File: config.mk
export PLATFORM = sky130hd
export DESIGN_NAME = modbus_tcp_request_framer
export DESIGN_NICKNAME = d
export VERILOG_FILES = /design/src/hw/rtl/mbtf_pkg.sv /design/src/hw/rtl/mbtf_front.sv /design/src/hw/rtl/mbtf_queue.sv /design/src/hw/rtl/mbtf_back.sv /design/src/hw/rtl/modbus_tcp_request_framer.sv
export SDC_FILE = /design/constraint.sdc
export NUM_CORES = 1
export LEC_CHECK = 0
export CAP_MARGIN = 30
export CELL_PAD_IN_SITES_DETAIL_PLACEMENT = 0
export CELL_PAD_IN_SITES_GLOBAL_PLACEMENT = 2
export CORE_MARGIN = 8
export CORE_UTILIZATION = 47
export CTS_CLUSTER_DIAMETER = 80
export DETAILED_ROUTE_END_ITERATION = 8
export DONT_BUFFER_PORTS = 1
export PLACE_DENSITY = 0.92
export SLEW_MARGIN = 20
export SYNTH_ARGS = -nofsm -noshare
export SYNTH_HDL_FRONTEND = slang
export SYNTH_SLANG_ARGS = --single-unit
export TNS_END_PERCENT = 30
File: constraint.sdc
create_clock -name clk -period 7.4 [get_ports clk]
set_input_delay 1.48 -clock clk [delete_from_list [all_inputs] [get_ports clk]]
set_output_delay 1.48 -clock clk [all_outputs]
set_load 0.03 [all_outputs]
File: src/hw/rtl/mbtf_pkg.sv
// ----------------------------------------------------------------------------
// mbtf_pkg
// Types and constants shared by the Modbus TCP request framer.
// ----------------------------------------------------------------------------
package mbtf_pkg;

  localparam logic [2:0] CMD_RD_COILS  = 3'd0;
  localparam logic [2:0] CMD_RD_INPUTS = 3'd1;
  localparam logic [2:0] CMD_RD_HOLD   = 3'd2;
  localparam logic [2:0] CMD_RD_IREGS  = 3'd3;
  localparam logic [2:0] CMD_WR_COIL   = 3'd4;
  localparam logic [2:0] CMD_WR_REG    = 3'd5;
  localparam logic [2:0] CMD_WR_COILS  = 3'd6;
  localparam logic [2:0] CMD_WR_REGS   = 3'd7;

  localparam logic [7:0] FUNC_CODE [8] = '{
    8'd1, 8'd2, 8'd3, 8'd4, 8'd5, 8'd6, 8'd15, 8'd16
  };

  localparam logic [10:0] LIM_READ_BITS   = 11'd2000;
  localparam logic [10:0] LIM_READ_REGS   = 11'd125;
  localparam logic [10:0] LIM_WRITE_COILS = 11'd1968;
  localparam logic [10:0] LIM_WRITE_REGS  = 11'd123;

  localparam logic [7:0]  FRAME_LEN_SHORT = 8'd6;
  localparam logic [7:0]  FRAME_LEN_MULTI = 8'd7;
  localparam logic [15:0] COIL_ON         = 16'hFF00;
  localparam logic [7:0]  UNIT_ID_RESET   = 8'd1;
  localparam logic [15:0] TID_RESET       = 16'd1;

  // byte positions inside a frame
  localparam logic [3:0] POS_TAIL_LO = 4'd11;
  localparam logic [3:0] POS_NBYTES  = 4'd12;
  localparam logic [3:0] POS_ELEM    = 4'd13;

  typedef struct packed {
    logic [2:0]  cmd;
    logic [15:0] start_address;
    logic [10:0] quantity;
    logic [15:0] data_word;
  } req_t;

  typedef struct packed {
    logic [7:0] out_byte;
    logic       frame_last;
    logic       rejected;
  } res_t;

  typedef enum logic [1:0] {
    JOB_REJECT,
    JOB_FRAME,
    JOB_MULTI,
    JOB_ELEM
  } job_kind_t;

  typedef struct packed {
    job_kind_t   kind;
    logic [15:0] tid;
    logic [7:0]  len;
    logic [7:0]  fc;
    logic [15:0] addr;
    logic [15:0] tail;
    logic [7:0]  nbytes;
    logic [1:0]  nelem;
    logic [7:0]  elem_hi;
    logic [7:0]  elem_lo;
    logic        elem_last;
  } job_t;

endpackage

File: src/hw/rtl/mbtf_front.sv
// ----------------------------------------------------------------------------
// mbtf_front
// Accepts request items, checks limits, tracks frame state and posts jobs.
// ----------------------------------------------------------------------------
module mbtf_front (
  input  logic          clk,
  input  logic          rst,
  input  logic          req_valid,
  output logic          req_stall,
  input  mbtf_pkg::req_t req,
  input  logic          q_full,
  output logic          push,
  output mbtf_pkg::job_t job
);
  import mbtf_pkg::*;

  logic [15:0] transaction_id;
  logic        in_payload;
  logic [10:0] element_count;
  logic [7:0]  coil_byte;
  logic [10:0] pend_total;
  logic        pend_coils;

  logic        acc;
  logic [10:0] lim;
  logic        is_single;
  logic        is_multi;
  logic        over;
  logic [10:0] eff_idx;
  logic [10:0] eff_total;
  logic        eff_coils;
  logic [7:0]  eff_cb;
  logic        elem_last;
  logic [7:0]  cb_new;
  logic        coil_flush;
  logic [7:0]  nbytes;
  logic [7:0]  coil_byte_next;

  assign req_stall = q_full;
  assign acc       = req_valid && !req_stall;

  always_comb begin
    unique case (req.cmd) inside
      CMD_RD_COILS, CMD_RD_INPUTS: lim = LIM_READ_BITS;
      CMD_RD_HOLD, CMD_RD_IREGS:   lim = LIM_READ_REGS;
      CMD_WR_COILS:                lim = LIM_WRITE_COILS;
      CMD_WR_REGS:                 lim = LIM_WRITE_REGS;
      default:                     lim = '0;
    endcase
  end

  always_comb begin
    is_single = (req.cmd == CMD_WR_COIL) || (req.cmd == CMD_WR_REG);
    is_multi  = (req.cmd == CMD_WR_COILS) || (req.cmd == CMD_WR_REGS);
    over      = !is_single && ((req.quantity == '0) || (req.quantity > lim));

    eff_idx   = in_payload ? element_count : '0;
    eff_total = in_payload ? pend_total : req.quantity;
    eff_coils = in_payload ? pend_coils : (req.cmd == CMD_WR_COILS);
    eff_cb    = in_payload ? coil_byte : '0;

    elem_last  = ({1'b0, eff_idx} + 12'd1) >= {1'b0, eff_total};
    cb_new     = eff_cb | ({7'b0, req.data_word[0]} << eff_idx[2:0]);
    coil_flush = (eff_idx[2:0] == 3'd7) || elem_last;
    coil_byte_next = coil_flush ? 8'd0 : cb_new;

    if (req.cmd == CMD_WR_COILS) begin
      nbytes = 8'(({1'b0, req.quantity} + 12'd7) >> 3);
    end else begin
      nbytes = 8'({req.quantity, 1'b0});
    end

    job.tid       = transaction_id;
    job.fc        = FUNC_CODE[req.cmd];
    job.addr      = req.start_address;
    job.len       = FRAME_LEN_SHORT;
    job.tail      = {5'b0, req.quantity};
    job.nbytes    = nbytes;
    job.elem_last = elem_last;
    if (eff_coils) begin
      job.nelem   = coil_flush ? 2'd1 : 2'd0;
      job.elem_hi = '0;
      job.elem_lo = cb_new;
    end else begin
      job.nelem   = 2'd2;
      job.elem_hi = req.data_word[15:8];
      job.elem_lo = req.data_word[7:0];
    end

    if (in_payload) begin
      job.kind = JOB_ELEM;
      push     = acc && (job.nelem != 2'd0);
    end else if (over) begin
      job.kind = JOB_REJECT;
      push     = acc;
    end else if (is_multi) begin
      job.kind = JOB_MULTI;
      job.len  = nbytes + FRAME_LEN_MULTI;
      push     = acc;
    end else begin
      job.kind = JOB_FRAME;
      push     = acc;
      if (req.cmd == CMD_WR_COIL) begin
        job.tail = req.data_word[0] ? COIL_ON : 16'h0000;
      end else if (req.cmd == CMD_WR_REG) begin
        job.tail = req.data_word;
      end
    end
  end

  always_ff @(posedge clk) begin
    if (rst) begin
      transaction_id <= TID_RESET;
      in_payload     <= 1'b0;
      element_count  <= '0;
      coil_byte      <= '0;
      pend_total     <= '0;
      pend_coils     <= 1'b0;
    end else if (acc) begin
      if (in_payload) begin
        element_count <= eff_idx + 11'd1;
        in_payload    <= !elem_last;
        if (pend_coils) begin
          coil_byte <= coil_byte_next;
        end
      end else if (!over) begin
        transaction_id <= transaction_id + 16'd1;
        if (is_multi) begin
          pend_total    <= req.quantity;
          pend_coils    <= eff_coils;
          element_count <= 11'd1;
          in_payload    <= !elem_last;
          coil_byte     <= eff_coils ? coil_byte_next : 8'd0;
        end
      end
    end
  end

  assert property (@(posedge clk) disable iff (rst)
    acc && !in_payload && over |=> $stable(transaction_id))
    else $error("transaction id moved on a rejected request");

  assert property (@(posedge clk) disable iff (rst)
    in_payload |-> (element_count < pend_total))
    else $error("element count ran past the pending quantity");

  assert property (@(posedge clk) disable iff (rst)
    in_payload && !pend_coils |-> (coil_byte == 8'd0))
    else $error("coil byte dirty during a register payload");

  assert property (@(posedge clk) disable iff (rst)
    push && (job.kind == JOB_REJECT) |-> !in_payload)
    else $error("rejection posted inside a payload");

endmodule

File: src/hw/rtl/mbtf_queue.sv
// ----------------------------------------------------------------------------
// mbtf_queue
// Small job queue between the request front end and the byte back end.
// ----------------------------------------------------------------------------
module mbtf_queue #(
  parameter int DEPTH = 4
) (
  input  logic           clk,
  input  logic           rst,
  input  logic           push,
  input  mbtf_pkg::job_t push_job,
  output logic           full,
  input  logic           pop,
  output logic           valid,
  output mbtf_pkg::job_t head
);
  import mbtf_pkg::*;

  localparam int AW = (DEPTH > 1) ? $clog2(DEPTH) : 1;
  localparam int CW = $clog2(DEPTH + 1);

  job_t          store [DEPTH];
  logic [AW-1:0] wr_ptr;
  logic [AW-1:0] rd_ptr;
  logic [CW-1:0] count;

  assign full  = (count == CW'(DEPTH));
  assign valid = (count != '0);
  assign head  = store[rd_ptr];

  always_ff @(posedge clk) begin
    if (push) begin
      store[wr_ptr] <= push_job;
    end
  end

  always_ff @(posedge clk) begin
    if (rst) begin
      wr_ptr <= '0;
      rd_ptr <= '0;
      count  <= '0;
    end else begin
      if (push) begin
        wr_ptr <= (wr_ptr == AW'(DEPTH - 1)) ? '0 : wr_ptr + AW'(1);
      end
      if (pop) begin
        rd_ptr <= (rd_ptr == AW'(DEPTH - 1)) ? '0 : rd_ptr + AW'(1);
      end
      if (push && !pop) begin
        count <= count + CW'(1);
      end else if (pop && !push) begin
        count <= count - CW'(1);
      end
    end
  end

  assert property (@(posedge clk) disable iff (rst) full |-> !push)
    else $error("push into a full queue");

  assert property (@(posedge clk) disable iff (rst) pop |-> valid)
    else $error("pop from an empty queue");

  assert property (@(posedge clk) disable iff (rst) push && !pop |=> valid)
    else $error("queue empty after a push");

endmodule

File: src/hw/rtl/mbtf_back.sv
// ----------------------------------------------------------------------------
// mbtf_back
// Walks the head job byte by byte into the result output register.
// ----------------------------------------------------------------------------
module mbtf_back (
  input  logic           clk,
  input  logic           rst,
  input  logic [7:0]     unit_id,
  input  logic           q_valid,
  input  mbtf_pkg::job_t head,
  output logic           pop,
  output logic           res_valid,
  input  logic           res_stall,
  output mbtf_pkg::res_t res
);
  import mbtf_pkg::*;

  logic [3:0] pos;
  logic [3:0] idx;
  logic [3:0] end_idx;
  logic       is_end;
  logic       advance;
  logic       emit;
  res_t       res_next;

  assign advance = !res_valid || !res_stall;
  assign emit    = advance && q_valid;
  assign pop     = emit && is_end;

  always_comb begin
    idx = (head.kind == JOB_ELEM) ? 4'(pos + POS_ELEM) : pos;
    unique case (head.kind)
      JOB_REJECT: end_idx = 4'd0;
      JOB_FRAME:  end_idx = POS_TAIL_LO;
      default:    end_idx = 4'(POS_NBYTES + {2'b0, head.nelem});
    endcase
    is_end = (idx == end_idx);

    case (idx)
      4'd0:    res_next.out_byte = head.tid[15:8];
      4'd1:    res_next.out_byte = head.tid[7:0];
      4'd5:    res_next.out_byte = head.len;
      4'd6:    res_next.out_byte = unit_id;
      4'd7:    res_next.out_byte = head.fc;
      4'd8:    res_next.out_byte = head.addr[15:8];
      4'd9:    res_next.out_byte = head.addr[7:0];
      4'd10:   res_next.out_byte = head.tail[15:8];
      4'd11:   res_next.out_byte = head.tail[7:0];
      4'd12:   res_next.out_byte = head.nbytes;
      4'd13:   res_next.out_byte = (head.nelem == 2'd2) ? head.elem_hi : head.elem_lo;
      4'd14:   res_next.out_byte = head.elem_lo;
      default: res_next.out_byte = 8'd0;
    endcase

    res_next.rejected   = (head.kind == JOB_REJECT);
    if (head.kind == JOB_REJECT) begin
      res_next.out_byte = 8'd0;
    end
    res_next.frame_last = is_end &&
      ((head.kind == JOB_REJECT) || (head.kind == JOB_FRAME) || head.elem_last);
  end

  always_ff @(posedge clk) begin
    if (rst) begin
      res_valid <= 1'b0;
      pos       <= '0;
    end else begin
      if (emit) begin
        res_valid <= 1'b1;
        pos       <= is_end ? 4'd0 : pos + 4'd1;
      end else if (advance) begin
        res_valid <= 1'b0;
      end
    end
  end

  always_ff @(posedge clk) begin
    if (emit) begin
      res <= res_next;
    end
  end

  assert property (@(posedge clk) disable iff (rst)
    res_valid && res.rejected |-> res.frame_last && (res.out_byte == 8'd0))
    else $error("malformed rejection result");

  assert property (@(posedge clk) disable iff (rst) (pos != 4'd0) |-> q_valid)
    else $error("job vanished mid frame");

  assert property (@(posedge clk) disable iff (rst) q_valid |-> (idx <= end_idx))
    else $error("byte position ran past end of job");

endmodule

File: src/hw/rtl/modbus_tcp_request_framer.sv
// ----------------------------------------------------------------------------
// modbus_tcp_request_framer
// Builds Modbus TCP request frames (MBAP header and PDU) one byte per word.
// ----------------------------------------------------------------------------
// Results leave from a single output register at one byte per cycle while
// a job waits and res_stall is low. A read or single write frame is 12 bytes,
// the first item of a multiple write 13 to 15, each further register 2 and
// each further coil 1 or 0 (a byte goes out after eight coils or the last one).
// The front end accepts an item per cycle while the job queue of
// QUEUE_DEPTH entries has room; it stalls only when the queue is full.
module modbus_tcp_request_framer #(
  parameter int QUEUE_DEPTH = 4
) (
  input  logic           clk,
  input  logic           rst,
  input  logic           cfg_valid,
  output logic           cfg_ready,
  input  logic [7:0]     cfg_data,
  input  logic           req_valid,
  output logic           req_stall,
  input  mbtf_pkg::req_t req,
  output logic           res_valid,
  input  logic           res_stall,
  output mbtf_pkg::res_t res
);
  import mbtf_pkg::*;

  logic [7:0] unit_id;
  logic       push;
  job_t       push_job;
  logic       q_full;
  logic       pop;
  logic       q_valid;
  job_t       head;

  assign cfg_ready = 1'b1;

  always_ff @(posedge clk) begin
    if (rst) begin
      unit_id <= UNIT_ID_RESET;
    end else if (cfg_valid && cfg_ready) begin
      unit_id <= cfg_data;
    end
  end

  mbtf_front u_front (
    .clk       (clk),
    .rst       (rst),
    .req_valid (req_valid),
    .req_stall (req_stall),
    .req       (req),
    .q_full    (q_full),
    .push      (push),
    .job       (push_job)
  );

  mbtf_queue #(
    .DEPTH (QUEUE_DEPTH)
  ) u_queue (
    .clk      (clk),
    .rst      (rst),
    .push     (push),
    .push_job (push_job),
    .full     (q_full),
    .pop      (pop),
    .valid    (q_valid),
    .head     (head)
  );

  mbtf_back u_back (
    .clk       (clk),
    .rst       (rst),
    .unit_id   (unit_id),
    .q_valid   (q_valid),
    .head      (head),
    .pop       (pop),
    .res_valid (res_valid),
    .res_stall (res_stall),
    .res       (res)
  );

endmodule

==> results.ini <==
[run_status]
status=finished, final reports clean

[clock_tree]
cts_buffers=45
cts_buffer_depth=3
clkSlewWorstSetupHoldPaths_ns=0.06
cts.htree.levels=2
cts_hold_buf=0
cts_resized=0
cts_sinks=440
cts_tree=built
clockRootBuffer=clkbuf_16
post_cts_buffers=0
clk_latency_ns=0.55

[timing]
finalCritPeriodShare_pct=68.0
slew_violations=0
setup_violations=0
max_slew_margin_pct=34.3
fmax_ghz=0.199
finalSetupTns_ns=0
finalCriticalPeriod_ns=5.03
hold_viol_final=0
tightest_slew_ns=0.975
rsz0062_at_grt=no
skew_ns=0.0227

[run]
drv_cap=0

[critical_path]
cp.required_ns=7.61
crit_path_end_kind=flop
worstSetupStartpointType=flop
arrival_ns=5.24
critPathKind=reg2reg
cp_max_fo=54

[global_routing]
grt_usage_pct=19.1
grt_pass1_vias=11700
grt_max_degree=80
grt_pass1_wl_microns=72700
gr-total-overflow=0
antenna_found_initial=3

[drt]
vias=12000
dr.pass1.iters=5
viasPerCell=6.19
drc_errors=0
drt.antenna.violating_nets=0
first_iter_violations=1131
wl_microns=48300
wl_per_cell_microns=24.8

[power]
power_leakage_nw=7.01
peakVddDrop_v=0.000174
power.density_mw_per_mm2=316

[yosys]
synth_area_per_cell_sq_um=14.4
async_flop_share_pct=0
synth.area.top_cells=edfxtp_1 56%, mux4_2 10%, dfxtp_1 7.0%, ha_1 2.4%, mux2i_1 2.4%
synthTopCellsByCount=370 x edfxtp_1, 91 x mux4_2, 86 x nand2_1, 70 x a21oi_1, 70 x dfxtp_1
ys_warn_count=0
seq_area_frac_synth_pct=62.9
synth_most_common_cell=edfxtp_1
syn_nets=1482
syn_area_sq_mm=0.0199
ys_ff_latch=440
synth-main-ff-cell=edfxtp_1
synthCells=1384
synth_top_area_share_pct=55.9
synthDistinctLibCells=79
yosysTopAreaCell=edfxtp_1
synth_edf_count=370

[placed_design]
place_hpwl_microns=32300
gp_congestion=0.877
place_area_sq_mm=0.0204
place.port_buffers=0

[floorplan]
die_w_microns=222
rows=75
dieArea_sq_mm=0.0491
start_util_pct=47.5
fp.dieH_microns=222
ios=72
core_area_sq_mm=0.0419

[finish]
nets=1470
area_growth_pct=10.1
drive_gt1_share_pct=14.7
fin_area_sq_mm=0.0219
num_antenna_cells=0

[worst_hold_path]
hold_path_class=reg2reg

cells in the final DEF (no fill, tap or decap), types with 14 or more instances in the layout:
master	instances
clkbuf_16	46
nand3_1	48
a221oi_1	29
ha_1	38
nor2_1	69
edfxtp_1	370
a22o_1	14
nor3_1	15
a21oi_1	68
and2_1	14
buf_4	18
a22oi_1	16
or3_1	18
a31oi_1	14
xnor2_1	19
dfxtp_1	68
mux4_2	91
inv_1	36
nand2_1	86
mux2i_1	47
o21ai_0	63
stage by stage:
step / total power, mW / utilization (%) / instances / hold WS, ns / worst slack (ns)
floorplan: 4.27 / - / 1384 / 0.440 / 2.06
global placement: 4.68 / 48.7 / 1860 / 0.455 / 2.39
detailed placement: 4.72 / 48.8 / 1864 / 0.461 / 2.26
CTS: 6.96 / 52.3 / 1945 / 0.471 / 2.33
global route: 7.17 / 52.3 / 1945 / 0.490 / 1.98
finish: 6.92 / 52.3 / 1945 / 0.473 / 2.37
worst max-delay path: stages (launching register included):
cell and delay (ns):
dfxtp_1 0.31, buf_4 0.43, nand2_1 0.16, inv_1 0.16, ha_1 0.23, nand4_1 0.17
nor3_1 0.32, nand3_1 0.14, xor2_1 0.15, nor2_1 0.07, ha_1 0.31, and3_1 0.17
nand3_1 0.16, o2111ai_1 0.54, and3_4 0.85, buf_4 0.49
state kept, by name, summed over array words and instances, names as in the netlist, named ones only:
| name | flops |
|---|---|
| u_queue.wr_ptr | 2 |
| u_front.element_count | 11 |
| u_queue.count | 3 |
| unit_id | 8 |
| u_front.pend_total | 11 |
| u_front.coil_byte | 8 |
| u_queue.rd_ptr | 2 |
| u_queue.store | 360 |
| u_back.res_valid | 1 |
| u_front.transaction_id | 16 |
| u_front.in_payload | 1 |
| u_front.pend_coils | 1 |
| u_back.res | 10 |
| u_back.pos | 4 |
per-layer routing:
layer / up-vias / share of wire [%] / GRT usage [%]
met5: - / 0.056 / 0
met4: 4 / 2.6 / 5.64
met3: 75 / 7.7 / 4.38
met2: 415 / 48 / 31.3
met1: 6088 / 42 / 25.2
li1: 5451 / - / -
final timing paths:
kind | from | to | slack, ns | cells past startpoint
worst min-delay path | u_front.pend_total[0]$_SDFFE_PP0P_ | u_front.pend_total[0]$_SDFFE_PP0P_ | 0.47 | 2
worst max-delay path | u_front.in_payload$_SDFFE_PP0P_ | u_queue.store[1][46]$_DFFE_PP_ | 2.37 | 15
worst max register to register | u_front.in_payload$_SDFFE_PP0P_ | u_queue.store[1][46]$_DFFE_PP_ | 2.37 | 15
worst min register to register | u_front.pend_total[0]$_SDFFE_PP0P_ | u_front.pend_total[0]$_SDFFE_PP0P_ | 0.47 | 2
report_power, final:
group	leakage [nW]	switching, mW	total [mW]	internal [mW]
Combinational	2.29	0.923	1.47	0.552
Clock	0.706	0.912	2.24	1.33
Sequential	4.01	0.183	3.20	3.02
Total	7.01	2.02	6.92	4.90
logic make-up (layout without fill, tap and decap cells):
logic type	after synthesis	after routing	synth area share, %
AO/OA/AOI/OAI	288	288	9.87
XOR/XNOR	25	25	1.10
adder cells (fa/ha/maj)	39	39	2.49
buffers and inverters	122	144	2.61
flip-flops	440	440	62.9
multiplexers	138	138	12.7
other	1	1	0.0189
AND/OR/NAND/NOR	331	331	8.30
cell type report:
cell class / instances / area [sq um]
clock buffers: 58 / 1210
clock inverters: 23 / 263
fillers: 3391 / 20000
inverters: 40 / 150
multi-input cells: 822 / 6880
flip-flops and latches: 440 / 12500
well taps: 539 / 674
repair buffers: 23 / 195
(Power assumes the default switching activity.)
